**config.mk**
```make
export PLATFORM = sky130hd
export DESIGN_NAME = hsv_to_rgbw_converter_unit
export DESIGN_NICKNAME = d
export VERILOG_FILES = /design/src/sv/hsvw_pkg.sv /design/src/sv/hsv_to_rgbw_converter_unit.sv /design/src/sv/hsvw_sector.sv /design/src/sv/hsvw_product.sv /design/src/sv/hsvw_mix.sv
export SDC_FILE = /design/constraint.sdc
export NUM_CORES = 1
export LEC_CHECK = 0
export ABC_AREA = 1
export BUFFER_PORTS_ARGS = -buffer_cell sky130_fd_sc_hd__buf_2
export CAP_MARGIN = 20
export CORE_MARGIN = 2
export CORE_UTILIZATION = 50
export DETAILED_ROUTE_END_ITERATION = 7
export PLACE_DENSITY = 0.67
export SYNTH_ARGS = -nofsm -noshare
export SYNTH_HDL_FRONTEND = slang
export SYNTH_SLANG_ARGS = --single-unit
```
**constraint.sdc**
```tcl
create_clock -name clk -period 7.2 [get_ports clk]
set_input_delay 1.08 -clock clk [delete_from_list [all_inputs] [get_ports clk]]
set_output_delay 1.08 -clock clk [all_outputs]
set_load 0.005 [all_outputs]
```
**src/sv/hsvw_pkg.sv**
```systemverilog
// Shared types and constants for the HSV to RGBW converter pipeline.
// No dependencies; imported by every module of the converter.
package hsvw_pkg;

  localparam logic [8:0] HUE_MAX    = 9'd359;
  localparam logic [8:0] SECTOR_DEG = 9'd60;
  localparam logic [7:0] FULL_SCALE = 8'd255;
  localparam int unsigned PROD_SHIFT = 8;

  localparam logic [8:0] SEC1_BASE = SECTOR_DEG;
  localparam logic [8:0] SEC2_BASE = 9'(2 * SECTOR_DEG);
  localparam logic [8:0] SEC3_BASE = 9'(3 * SECTOR_DEG);
  localparam logic [8:0] SEC4_BASE = 9'(4 * SECTOR_DEG);
  localparam logic [8:0] SEC5_BASE = 9'(5 * SECTOR_DEG);

  localparam logic [2:0] SEC_0 = 3'd0;
  localparam logic [2:0] SEC_1 = 3'd1;
  localparam logic [2:0] SEC_2 = 3'd2;
  localparam logic [2:0] SEC_3 = 3'd3;
  localparam logic [2:0] SEC_4 = 3'd4;
  localparam logic [2:0] SEC_5 = 3'd5;

  typedef struct packed {
    logic [8:0] hue;
    logic [7:0] saturation;
    logic [7:0] value;
  } hsv_t;

  typedef struct packed {
    logic [7:0] red;
    logic [7:0] green;
    logic [7:0] blue;
    logic [7:0] white;
  } rgbw_t;

  typedef struct packed {
    logic [2:0] sector;
    logic [7:0] frac;
    logic [7:0] sat;
    logic [7:0] val;
    logic       gray;
  } sec_t;

  typedef struct packed {
    logic [2:0] sector;
    logic [7:0] val;
    logic       gray;
    logic [7:0] p;
    logic [7:0] q;
    logic [7:0] t;
  } pqt_t;

endpackage

```
**src/sv/hsv_to_rgbw_converter_unit.sv**
```systemverilog
// HSV to RGBW converter: one color in, four 8-bit LED channels out.
// Depends on hsvw_pkg, hsvw_sector, hsvw_product and hsvw_mix.
//
// Accepts one hue/saturation/value color per clock cycle while in_stall is low, and
// returns red, green, blue and white through five register stages, one each for the
// sector split, the p product with the scaled remainders, the q and t products,
// the sector multiplexer with the minimum search, and the white extraction. Each
// stage loads whenever it is empty or its successor moves, so a stall on the
// result channel fills empty stages first and raises in_stall only when all five
// stages hold a color. Hues above 359 are treated as 359; zero saturation gives
// white at the value level with the three color channels at zero.
module hsv_to_rgbw_converter_unit (
  input  logic            clk,
  input  logic            rst_n,
  input  logic            in_valid,
  output logic            in_stall,
  input  hsvw_pkg::hsv_t  in_data,
  output logic            out_valid,
  input  logic            out_stall,
  output hsvw_pkg::rgbw_t out_data
);
  import hsvw_pkg::*;

  logic  s1_rdy;
  logic  s1_vld;
  sec_t  s1_data;
  logic  prd_rdy;
  logic  s3_vld;
  pqt_t  s3_data;
  logic  mix_rdy;

  hsvw_sector u_sector (
    .clk     (clk),
    .rst_n   (rst_n),
    .up_vld  (in_valid),
    .up_rdy  (s1_rdy),
    .up_data (in_data),
    .dn_vld  (s1_vld),
    .dn_rdy  (prd_rdy),
    .dn_data (s1_data)
  );

  hsvw_product u_product (
    .clk     (clk),
    .rst_n   (rst_n),
    .up_vld  (s1_vld),
    .up_rdy  (prd_rdy),
    .up_data (s1_data),
    .dn_vld  (s3_vld),
    .dn_rdy  (mix_rdy),
    .dn_data (s3_data)
  );

  hsvw_mix u_mix (
    .clk     (clk),
    .rst_n   (rst_n),
    .up_vld  (s3_vld),
    .up_rdy  (mix_rdy),
    .up_data (s3_data),
    .dn_vld  (out_valid),
    .dn_rdy  (!out_stall),
    .dn_data (out_data)
  );

  assign in_stall = !s1_rdy;

  a_in_open_when_out_empty: assert property (@(posedge clk) disable iff (!rst_n)
    !out_valid |-> !in_stall)
    else $error("input stalled with an empty output stage");

  a_color_has_zero: assert property (@(posedge clk) disable iff (!rst_n)
    out_valid |-> (out_data.red == 8'd0 || out_data.green == 8'd0 ||
                   out_data.blue == 8'd0))
    else $error("white extraction left all three colors nonzero");

  a_sector_range: assert property (@(posedge clk) disable iff (!rst_n)
    s1_vld |-> (s1_data.sector <= SEC_5))
    else $error("sector out of range");

  a_out_hold_when_stalled: assert property (@(posedge clk) disable iff (!rst_n)
    (out_valid && out_stall) |=> (out_valid && $stable(out_data)))
    else $error("stalled result changed");

endmodule

```
**src/sv/hsvw_sector.sv**
```systemverilog
// Stage 1: hue clamp, sector split and scaled remainder within the sector.
// Depends on hsvw_pkg.
module hsvw_sector (
  input  logic          clk,
  input  logic          rst_n,
  input  logic          up_vld,
  output logic          up_rdy,
  input  hsvw_pkg::hsv_t up_data,
  output logic          dn_vld,
  input  logic          dn_rdy,
  output hsvw_pkg::sec_t dn_data
);
  import hsvw_pkg::*;

  logic       vld_r;
  sec_t       data_r;
  sec_t       data_nxt;
  logic [8:0] hue_c;
  logic [8:0] base;
  logic [2:0] sec;
  logic [5:0] rem;
  logic [9:0] rem17;

  always_comb begin
    hue_c = (up_data.hue > HUE_MAX) ? HUE_MAX : up_data.hue;
    if (hue_c >= SEC5_BASE) begin
      sec = SEC_5; base = SEC5_BASE;
    end else if (hue_c >= SEC4_BASE) begin
      sec = SEC_4; base = SEC4_BASE;
    end else if (hue_c >= SEC3_BASE) begin
      sec = SEC_3; base = SEC3_BASE;
    end else if (hue_c >= SEC2_BASE) begin
      sec = SEC_2; base = SEC2_BASE;
    end else if (hue_c >= SEC1_BASE) begin
      sec = SEC_1; base = SEC1_BASE;
    end else begin
      sec = SEC_0; base = 9'd0;
    end
    rem   = 6'(hue_c - base);
    // rem * 255 / 60 == rem * 17 / 4
    rem17 = {rem, 4'b0000} + {4'b0000, rem};
    data_nxt.sector = sec;
    data_nxt.frac   = rem17[9:2];
    data_nxt.sat    = up_data.saturation;
    data_nxt.val    = up_data.value;
    data_nxt.gray   = (up_data.saturation == 8'd0);
  end

  assign up_rdy  = !vld_r || dn_rdy;
  assign dn_vld  = vld_r;
  assign dn_data = data_r;

  always_ff @(posedge clk) begin
    if (!rst_n) begin
      vld_r <= 1'b0;
    end else if (up_rdy) begin
      vld_r <= up_vld;
    end
  end

  always_ff @(posedge clk) begin
    if (up_rdy && up_vld) begin
      data_r <= data_nxt;
    end
  end

endmodule

```
**src/sv/hsvw_product.sv**
```systemverilog
// Stages 2 and 3: the p product with the saturation-scaled remainders, then q and t.
// Depends on hsvw_pkg.
module hsvw_product (
  input  logic           clk,
  input  logic           rst_n,
  input  logic           up_vld,
  output logic           up_rdy,
  input  hsvw_pkg::sec_t up_data,
  output logic           dn_vld,
  input  logic           dn_rdy,
  output hsvw_pkg::pqt_t dn_data
);
  import hsvw_pkg::*;

  logic        s2_vld_r;
  logic        s2_rdy;
  logic [2:0]  s2_sector_r;
  logic [7:0]  s2_val_r;
  logic        s2_gray_r;
  logic [7:0]  s2_p_r;
  logic [7:0]  s2_sf_r;
  logic [7:0]  s2_sg_r;
  logic [15:0] p_prod;
  logic [15:0] sf_prod;
  logic [15:0] sg_prod;

  logic        s3_vld_r;
  logic        s3_rdy;
  pqt_t        s3_data_r;
  pqt_t        s3_data_nxt;
  logic [15:0] q_prod;
  logic [15:0] t_prod;

  always_comb begin
    p_prod  = {8'd0, up_data.val} * {8'd0, FULL_SCALE - up_data.sat};
    sf_prod = {8'd0, up_data.sat} * {8'd0, up_data.frac};
    sg_prod = {8'd0, up_data.sat} * {8'd0, FULL_SCALE - up_data.frac};
  end

  assign s2_rdy = !s2_vld_r || s3_rdy;
  assign up_rdy = s2_rdy;

  always_ff @(posedge clk) begin
    if (!rst_n) begin
      s2_vld_r <= 1'b0;
    end else if (s2_rdy) begin
      s2_vld_r <= up_vld;
    end
  end

  always_ff @(posedge clk) begin
    if (s2_rdy && up_vld) begin
      s2_sector_r <= up_data.sector;
      s2_val_r    <= up_data.val;
      s2_gray_r   <= up_data.gray;
      s2_p_r      <= 8'(p_prod >> PROD_SHIFT);
      s2_sf_r     <= 8'(sf_prod >> PROD_SHIFT);
      s2_sg_r     <= 8'(sg_prod >> PROD_SHIFT);
    end
  end

  always_comb begin
    q_prod = {8'd0, s2_val_r} * {8'd0, FULL_SCALE - s2_sf_r};
    t_prod = {8'd0, s2_val_r} * {8'd0, FULL_SCALE - s2_sg_r};
    s3_data_nxt.sector = s2_sector_r;
    s3_data_nxt.val    = s2_val_r;
    s3_data_nxt.gray   = s2_gray_r;
    s3_data_nxt.p      = s2_p_r;
    s3_data_nxt.q      = 8'(q_prod >> PROD_SHIFT);
    s3_data_nxt.t      = 8'(t_prod >> PROD_SHIFT);
  end

  assign s3_rdy  = !s3_vld_r || dn_rdy;
  assign dn_vld  = s3_vld_r;
  assign dn_data = s3_data_r;

  always_ff @(posedge clk) begin
    if (!rst_n) begin
      s3_vld_r <= 1'b0;
    end else if (s3_rdy) begin
      s3_vld_r <= s2_vld_r;
    end
  end

  always_ff @(posedge clk) begin
    if (s3_rdy && s2_vld_r) begin
      s3_data_r <= s3_data_nxt;
    end
  end

endmodule

```
**src/sv/hsvw_mix.sv**
```systemverilog
// Stages 4 and 5: sector multiplexer with minimum search, then white extraction.
// Depends on hsvw_pkg.
module hsvw_mix (
  input  logic            clk,
  input  logic            rst_n,
  input  logic            up_vld,
  output logic            up_rdy,
  input  hsvw_pkg::pqt_t  up_data,
  output logic            dn_vld,
  input  logic            dn_rdy,
  output hsvw_pkg::rgbw_t dn_data
);
  import hsvw_pkg::*;

  logic       s4_vld_r;
  logic       s4_rdy;
  rgbw_t      s4_data_r;
  rgbw_t      s4_data_nxt;
  logic [7:0] r;
  logic [7:0] g;
  logic [7:0] b;
  logic [7:0] m;

  logic       s5_vld_r;
  logic       s5_rdy;
  rgbw_t      s5_data_r;
  rgbw_t      s5_data_nxt;

  always_comb begin
    case (up_data.sector)
      SEC_0: begin
        r = up_data.val; g = up_data.t;   b = up_data.p;
      end
      SEC_1: begin
        r = up_data.q;   g = up_data.val; b = up_data.p;
      end
      SEC_2: begin
        r = up_data.p;   g = up_data.val; b = up_data.t;
      end
      SEC_3: begin
        r = up_data.p;   g = up_data.q;   b = up_data.val;
      end
      SEC_4: begin
        r = up_data.t;   g = up_data.p;   b = up_data.val;
      end
      default: begin
        r = up_data.val; g = up_data.p;   b = up_data.q;
      end
    endcase
    // gray: all three at value, so extraction leaves only white
    if (up_data.gray) begin
      r = up_data.val; g = up_data.val; b = up_data.val;
    end
    m = (r < g) ? r : g;
    m = (m < b) ? m : b;
    s4_data_nxt.red   = r;
    s4_data_nxt.green = g;
    s4_data_nxt.blue  = b;
    s4_data_nxt.white = m;
  end

  assign s4_rdy = !s4_vld_r || s5_rdy;
  assign up_rdy = s4_rdy;

  always_ff @(posedge clk) begin
    if (!rst_n) begin
      s4_vld_r <= 1'b0;
    end else if (s4_rdy) begin
      s4_vld_r <= up_vld;
    end
  end

  always_ff @(posedge clk) begin
    if (s4_rdy && up_vld) begin
      s4_data_r <= s4_data_nxt;
    end
  end

  always_comb begin
    s5_data_nxt.red   = s4_data_r.red   - s4_data_r.white;
    s5_data_nxt.green = s4_data_r.green - s4_data_r.white;
    s5_data_nxt.blue  = s4_data_r.blue  - s4_data_r.white;
    s5_data_nxt.white = s4_data_r.white;
  end

  assign s5_rdy  = !s5_vld_r || dn_rdy;
  assign dn_vld  = s5_vld_r;
  assign dn_data = s5_data_r;

  always_ff @(posedge clk) begin
    if (!rst_n) begin
      s5_vld_r <= 1'b0;
    end else if (s5_rdy) begin
      s5_vld_r <= s4_vld_r;
    end
  end

  always_ff @(posedge clk) begin
    if (s5_rdy && s4_vld_r) begin
      s5_data_r <= s5_data_nxt;
    end
  end

endmodule

```
==> metrics.md, run 1 <==
| Metric | Value |
|---|---|
| Outcome | complete, no violations |
| Tightest Pin Transition | 1.00 ns |
| Num rows | 67 |
| Gr ovfl total | 0 |
| Setup Total Neg Slack | 0 ns |
| Final setup fails | 0 |
| Fin cells | 2322 |
| CTS root buf | clkbuf_16 |
| Die X | 187 um |
| Post-DRT Antenna Nets | 0 |
| Postcts setup bufs | 0 |
| RSZ-0062 raised after global routing | false |
| Max Clk Rate | 0.188 GHz |
| Port bufs | 62 |
| Clk slew on worst S/H paths | 0.08 ns |
| Static leakage | 9.30 nW |
| PnR worst setup slack | 1.89 ns |
| Max cap viols | 0 |
| #FFs+latches synth | 169 |
| Finished Cell Area | 18200 um^2 |
| Die area | 35100 um^2 |
| Hold buffer count at CTS | 0 |
| Distinct cell type count after synthesis | 43 |
| CTS Sinks | 169 |
| Initial antenna violation count | 0 |
| I/O pin count | 63 |
| Pin count of the biggest net entering global routing | 37 |
| Max Fanout on Critical Path | 18 |
| Routed length on met2 | 18200 um |
| CTS Buf Count | 17 |
| Worst EP required | 7.40 ns |
| Wire length on met3 | 1580 um |
| Initial core utilization | 50.5% |
| Layout cell share with drive strength beyond 1 | 6.30% |
| Top Metal Used | met4 |
| Top post-synthesis cells by area | edfxtp_1 (29%), fa_1 (21%), ha_1 (15%) |
| DRC | 0 |
| Core ar. | 33300 um^2 |
| Cells after Synth | 1809 |
| Total GRT Usage | 21.8% |
| Post-synth EDFFs | 164 |
| Setup Skew | 0.0117 ns |
| CTS tree | done |
| Cell Area, Synth | 16800 um^2 |
| Vias per cell | 5.14 |
| Slew headroom | 33.2% |
| Final nets | 2275 |
| Global-route wire length before repair | 61000 um |
| CTS resizes | 0 |
| Met1 wire length | 15000 um |
| Critical Path AT | 5.50 ns |
| H-tree depth | 4 |
| Sequential-to-total area share from yosys stat | 29.9% |
| Startpoint class of the critical path | flip-flop |
| Synth area leader | edfxtp_1 |
| WL/cell | 15.5 um |
| Period minus WS final | 5.31 ns |
| DRT iter0 DRCs | 848 |
| Share of the synthesized area in the top cell type | 29.3% |
| Skew-Pair Late Insertion Delay | 0.45 ns |
| DR pass1 iterations | 5 |
| Syn_area_per_cell | 9.29 um^2 |
| Period utilization | 73.7% |
| Area post-placement | 17600 um^2 |
| Post-place setup slack | 1.87 ns |
| HPWL Detailed | 28600 um |
| Post-synth top cells | inv_1 (429), nand2_1 (299), ha_1 (205) |
| Layout area overhead | 8.52% |
| Hold Fails Final Rpt | 0 |
| Slew Viols, Final | 0 |
| N_diodes | 0 |
| Most common cell in the netlist | inv_1 |
| Synth Flop Type | edfxtp_1 |
| Vias in the first global route | 12600 |
| Vias | 11900 |
| Die Y | 187 um |
| Crit end category | flip-flop |
| Power Density | 463 nW/um^2 |
| Hold crit path type | flip-flop to flip-flop |
| Async set-or-reset flop fraction in the synthesized netlist | 0% |
| Placed Cells | 2287 |
| Peak VDD IR | 0.405 mV |
| Gpl congestion | 0.910 |
| Synth Warn # | 0 |
| Setup CP Type | flip-flop to flip-flop |
| Syn Nets | 2223 |
| Clock Path Buffers | 2 |
| Final WL | 35900 um |
## where the power goes
group / switching (mW) / internal, mW / leakage (nW)
clock: 0.450 / 0.465 / 0.283
sequential: 0.217 / 1.56 / 1.57
combinational: 3.34 / 2.42 / 7.46
## final cells by class
| class | instances | area, um^2 |
|---|---|---|
| timing repair buffer | 66 | 393 |
| multi-input combinational | 1168 | 10000 |
| tap | 448 | 561 |
| fill | 2931 | 15000 |
| clock buffer | 18 | 429 |
| clock inverter | 14 | 156 |
| sequential | 169 | 5020 |
| inverter | 439 | 1650 |
## registers in the layout, summed over array words and instances (netlist names), 3 cells and up
register / flops
u_product.dn_data: 36
u_product.s2_val_r: 8
u_mix.s4_data_r: 32
u_mix.dn_data: 32
u_product.s2_sector_r: 3
u_product.s2_p_r: 8
u_sector.dn_data: 28
u_product.s2_sg_r: 8
u_product.s2_sf_r: 8
## final timing paths
check | depth (start not counted) | end | slack (ns) | from
max | 18 | u_product.s2_sf_r[7] | 1.89 | u_sector.dn_data[14]
min | 0 | u_product.dn_data[19] | 0.42 | u_product.s2_p_r[3]
max reg2reg | 18 | u_product.s2_sf_r[7] | 1.89 | u_sector.dn_data[14]
min reg2reg | 0 | u_product.dn_data[19] | 0.42 | u_product.s2_p_r[3]
## cell usage in the layout, fill, tap and decap left out, types with 2 or more instances in the layout
| cell | instances |
|---|---|
| nand4_1 | 4 |
| o221ai_1 | 9 |
| clkinv_8 | 3 |
| edfxtp_1 | 164 |
| nor2_1 | 172 |
| buf_2 | 62 |
| nor3_1 | 3 |
| inv_8 | 5 |
| buf_16 | 2 |
| o21ai_0 | 31 |
| a31oi_1 | 14 |
| nor4_1 | 2 |
| o21ai_1 | 4 |
| o211ai_1 | 5 |
| a21oi_1 | 94 |
| inv_1 | 429 |
| dfxtp_1 | 5 |
| nand2_4 | 2 |
| nand2_1 | 299 |
| xor2_1 | 48 |
| nand3_4 | 2 |
| a21o_1 | 5 |
| clkinv_4 | 4 |
| a211oi_1 | 10 |
| ha_1 | 205 |
| nor2_4 | 4 |
| nand2_2 | 3 |
| o22ai_1 | 14 |
| clkbuf_16 | 17 |
| inv_2 | 5 |
| o31ai_1 | 2 |
| nand3_1 | 18 |
| and2_1 | 2 |
| clkinv_1 | 5 |
| fa_1 | 180 |
| xnor2_1 | 25 |
## per-layer routing
layer / vias to the layer above / track usage [%]
li1: 5773 / -
met1: 5734 / 26.4
met2: 341 / 39.4
met3: 78 / 2.87
met4: 0 / 8.67
met5: - / 0
## cells by family (layout without fill, tap and decap cells)
family / after synthesis / after routing / share of synthesized area [%]
adder cells (fa/ha/maj): 385 / 385 / 36.7
XOR/XNOR: 73 / 73 / 3.81
AO/OA/AOI/OAI: 197 / 197 / 6.79
buffers and inverters: 472 / 537 / 10.6
flip-flops: 169 / 169 / 29.9
AND/OR/NAND/NOR: 513 / 513 / 12.2
## through the flow
stage / power [mW] / utilization [%] / hold slack (ns)
after global routing: 9.47 / 54.8 / 0.424
after CTS: 8.56 / 54.6 / 0.427
after floorplan: 6.10 / - / 0.400
after detailed placement: 7.56 / 52.8 / 0.411
final: 8.45 / 54.8 / 0.424
after global placement: 7.35 / 52.8 / 0.403
## worst max-delay path: stages (launching register included)
cell	delay, ns
edfxtp_1	0.82
nand2_1	0.18
fa_1	0.56
fa_1	0.55
inv_1	0.05
fa_1	0.48
inv_1	0.05
fa_1	0.47
inv_1	0.04
ha_1	0.28
nand2_1	0.09
o21ai_0	0.08
a21oi_1	0.25
inv_1	0.10
a21oi_1	0.33
o21ai_0	0.24
a211oi_1	0.27
nor2_1	0.08
xor2_1	0.14
Note: power is estimated with default switching activity, not from simulation.
==> inputs of run 2 (changes only) <==
- clock period: 7.2 -> 5.2 ns (I/O delays scaled with it)
==> run 2 against run 1 <==
  * Critical path depth up 1
  * Design area up 2.0%
  * Global-route usage down 0.73 points
  * Utilization up 1.1 points
  * Non-clock buffer count up 44
  * Sequential power up 34%
  * Combinational power up 40%
  * Highest routed layer unchanged
==> metrics.md, run 2 (synthesized netlist as in run 1, its figures left out) <==
| Metric | Value |
|---|---|
| R2R cell count | 19 (+1) |
| Reg2reg setup slack | 0.26 ns (-1.63 ns) |
| Setup Total Neg Slack | 0 ns (unchanged) |
| Die Y | 187 um (unchanged) |
| FF-to-FF Start | u_sector.dn_data[11] |
| Port bufs | 62 (unchanged) |
| Clock Path Buffers | 2 (unchanged) |
| Max Fanout on Critical Path | 9 (-9) |
| Slew headroom | 31.0% (-2.2 points) |
| Outcome | complete, no violations |
| Die area | 35100 um^2 (unchanged) |
| Worst path slowest cell | edfxtp_1 |
| H-tree depth | 4 (unchanged) |
| Tightest Pin Transition | 1.03 ns (+0.0327 ns) |
| Hold crit path type | flip-flop to flip-flop |
| Slew Viols, Final | 0 (unchanged) |
| Setup Skew | 0.0134 ns (+0.00168 ns) |
| Largest register FFs | 36 (unchanged) |
| CTS Buf Count | 17 (unchanged) |
| Hold Path Cell Cnt | 0 (unchanged) |
| Period minus WS final | 4.94 ns (-0.366 ns) |
| Gr ovfl total | 0 (unchanged) |
| Critical-path cell list | buf_4 -> nand2_1 -> inv_1 -> fa_1 -> fa_1 -> inv_1 -> fa_1 -> inv_1 -> fa_1 -> ha_1 -> a21oi_1 -> o21ai_0 -> a21oi_1 -> inv_1 -> a21oi_1 -> o21ai_0 -> a211oi_1 -> nor2_1 -> xor2_1 |
| Die X | 187 um (unchanged) |
| Initial antenna violation count | 0 (unchanged) |
| CTS Sinks | 169 (unchanged) |
| N_diodes | 0 (unchanged) |
| Most common cell after layout, fill and taps aside | inv_1 |
| Critical Path AT | 5.13 ns (-0.37 ns) |
| I/O pin count | 63 (unchanged) |
| Min-delay src | u_product.s2_p_r[4] |
| Crit end category | flip-flop |
| Commonest non-fill, non-tap cells in the layout | inv_1 (427), nand2_1 (299), ha_1 (205) |
| Vias in the first global route | 12500 (-0.90%) |
| Startpoint class of the critical path | flip-flop |
| Max Clk Rate | 0.202 GHz (+7.4%) |
| DR pass1 iterations | 5 (unchanged) |
| Core Util, Final | 55.9% (+1.1 points) |
| Global-route wire length before repair | 59300 um (-2.8%) |
| Pin count of the biggest net entering global routing | 37 (unchanged) |
| Max cap viols | 0 (unchanged) |
| Layout cell share with drive strength beyond 1 | 8.61% (+2.3 points) |
| Vias | 12000 (+0.95%) |
| WL/cell | 15.0 um (-3.1%) |
| Final WL | 35500 um (-1.3%) |
| Finished Cell Area | 18600 um^2 (+2.0%) |
| Tot Pwr | 11.8 mW (+40%) |
| Area post-placement | 17800 um^2 (+1.3%) |
| HPWL Detailed | 29000 um (+1.2%) |
| Setup CP Type | flip-flop to flip-flop |
| Total GRT Usage | 21.1% (-0.73 points) |
| Clk slew on worst S/H paths | 0.08 ns (about the same) |
| Period utilization | 95.0% (+21 points) |
| DRT iter0 DRCs | 649 (-23%) |
| M3 GR Usage | 3.88% (+1.0 points) |
| Peak VDD IR | 0.377 mV (-7.0%) |
| Hold Fails Final Rpt | 0 (unchanged) |
| RSZ-0062 raised after global routing | false |
| GRT busiest layer | met2 |
| Vias per cell | 5.09 (-0.89%) |
| Layout area overhead | 10.7% |
| Hold Crit Endpoint | u_product.dn_data[20] |
| Max incr delay on CP | 0.57 ns (-0.25 ns) |
| Gpl congestion | 0.902 (-0.85%) |
| CTS root buf | clkbuf_16 |
| Static leakage | 9.54 nW (+2.5%) |
| CTS tree | done |
| Global Route met1 Usage | 25.1% (-1.3 points) |
| Initial core utilization | 50.5% (unchanged) |
| Post-DRT Antenna Nets | 0 (unchanged) |
| DRC | 0 (unchanged) |
| Num rows | 67 (unchanged) |
| R2R Path End | u_product.s2_sf_r[7] |
| Power Density | 636 nW/um^2 (+37%) |
| Worst EP required | 5.39 ns (-2.01 ns) |
| Final nets | 2319 (+1.9%) |
| Grt met2 use | 38.2% (-1.2 points) |
| Core ar. | 33300 um^2 (unchanged) |
| Skew-Pair Late Insertion Delay | 0.44 ns (about the same) |
| Final setup fails | 0 (unchanged) |
run 2: worst max-delay path: cells and delay by family, from the launching register on:
| kind | cells | cell delay [ns] |
|---|---|---|
| adders and majority gates | 5 | 2.19 |
| AOI/OAI and AO/OA | 6 | 1.15 |
| DFF | 1 | 0.57 |
| buffers and inverters | 5 | 0.50 |
| and+or+nand+nor | 2 | 0.15 |
| xor gates and xnor gates | 1 | 0.14 |
run 2: cell type report:
cell class	count	area, um^2
well taps	448	561
clock inverters	14	208
inverters	439	1650
repair buffers	110	711
clock buffers	17	425
multi-input cells	1168	10000
flip-flops and latches	169	5020
fillers	2935	14700
run 2: worst max path at each step:
stage | from | end | depth (start not counted)
2_1_floorplan | u_sector.dn_data[12] | u_product.s2_sg_r[7] | 18
3_3_place_gp | u_sector.dn_data[11] | u_product.s2_sg_r[7] | 16
3_5_place_dp | u_sector.dn_data[11] | u_product.s2_sg_r[7] | 16
4_1_cts | u_sector.dn_data[11] | u_product.s2_sg_r[7] | 16
5_1_grt | u_sector.dn_data[11] | u_product.s2_sf_r[7] | 19
6_report | u_sector.dn_data[11] | u_product.s2_sf_r[7] | 19
run 2: power by group:
group | leakage [nW] | switching (mW) | total, mW | internal [mW]
Sequential | 1.57 | 0.217 | 2.38 | 2.16
Clock | 0.311 | 0.580 | 1.40 | 0.816
Combinational | 7.66 | 4.66 | 8.07 | 3.40
run 2: timing repair:
| item | 4_1_cts | 5_1_grt |
|---|---|---|
| hold buffers | 0 | 0 |
| gates resized for setup | 0 | 5 |
| setup endpoints to repair | 0 | 6 |
| setup buffers | 0 | 15 |
| hold endpoints to repair | 0 | 0 |
run 2: through the flow:
step                      hold slack [ns]  cells  worst slack [ns]
after detailed placement            0.405   2317             0.129
after CTS                           0.414   2348             0.117
final                               0.411   2365             0.259
after global placement              0.402   2317             0.290
after floorplan                     0.400   1809             0.401
after global routing                0.424   2365           0.00512
run 2: routing by layer:
metal	part of all wire (%)	up-vias
met5	0	-
met4	3.0	0
met3	4.7	68
met2	51	313
met1	41	5793
li1	-	5865
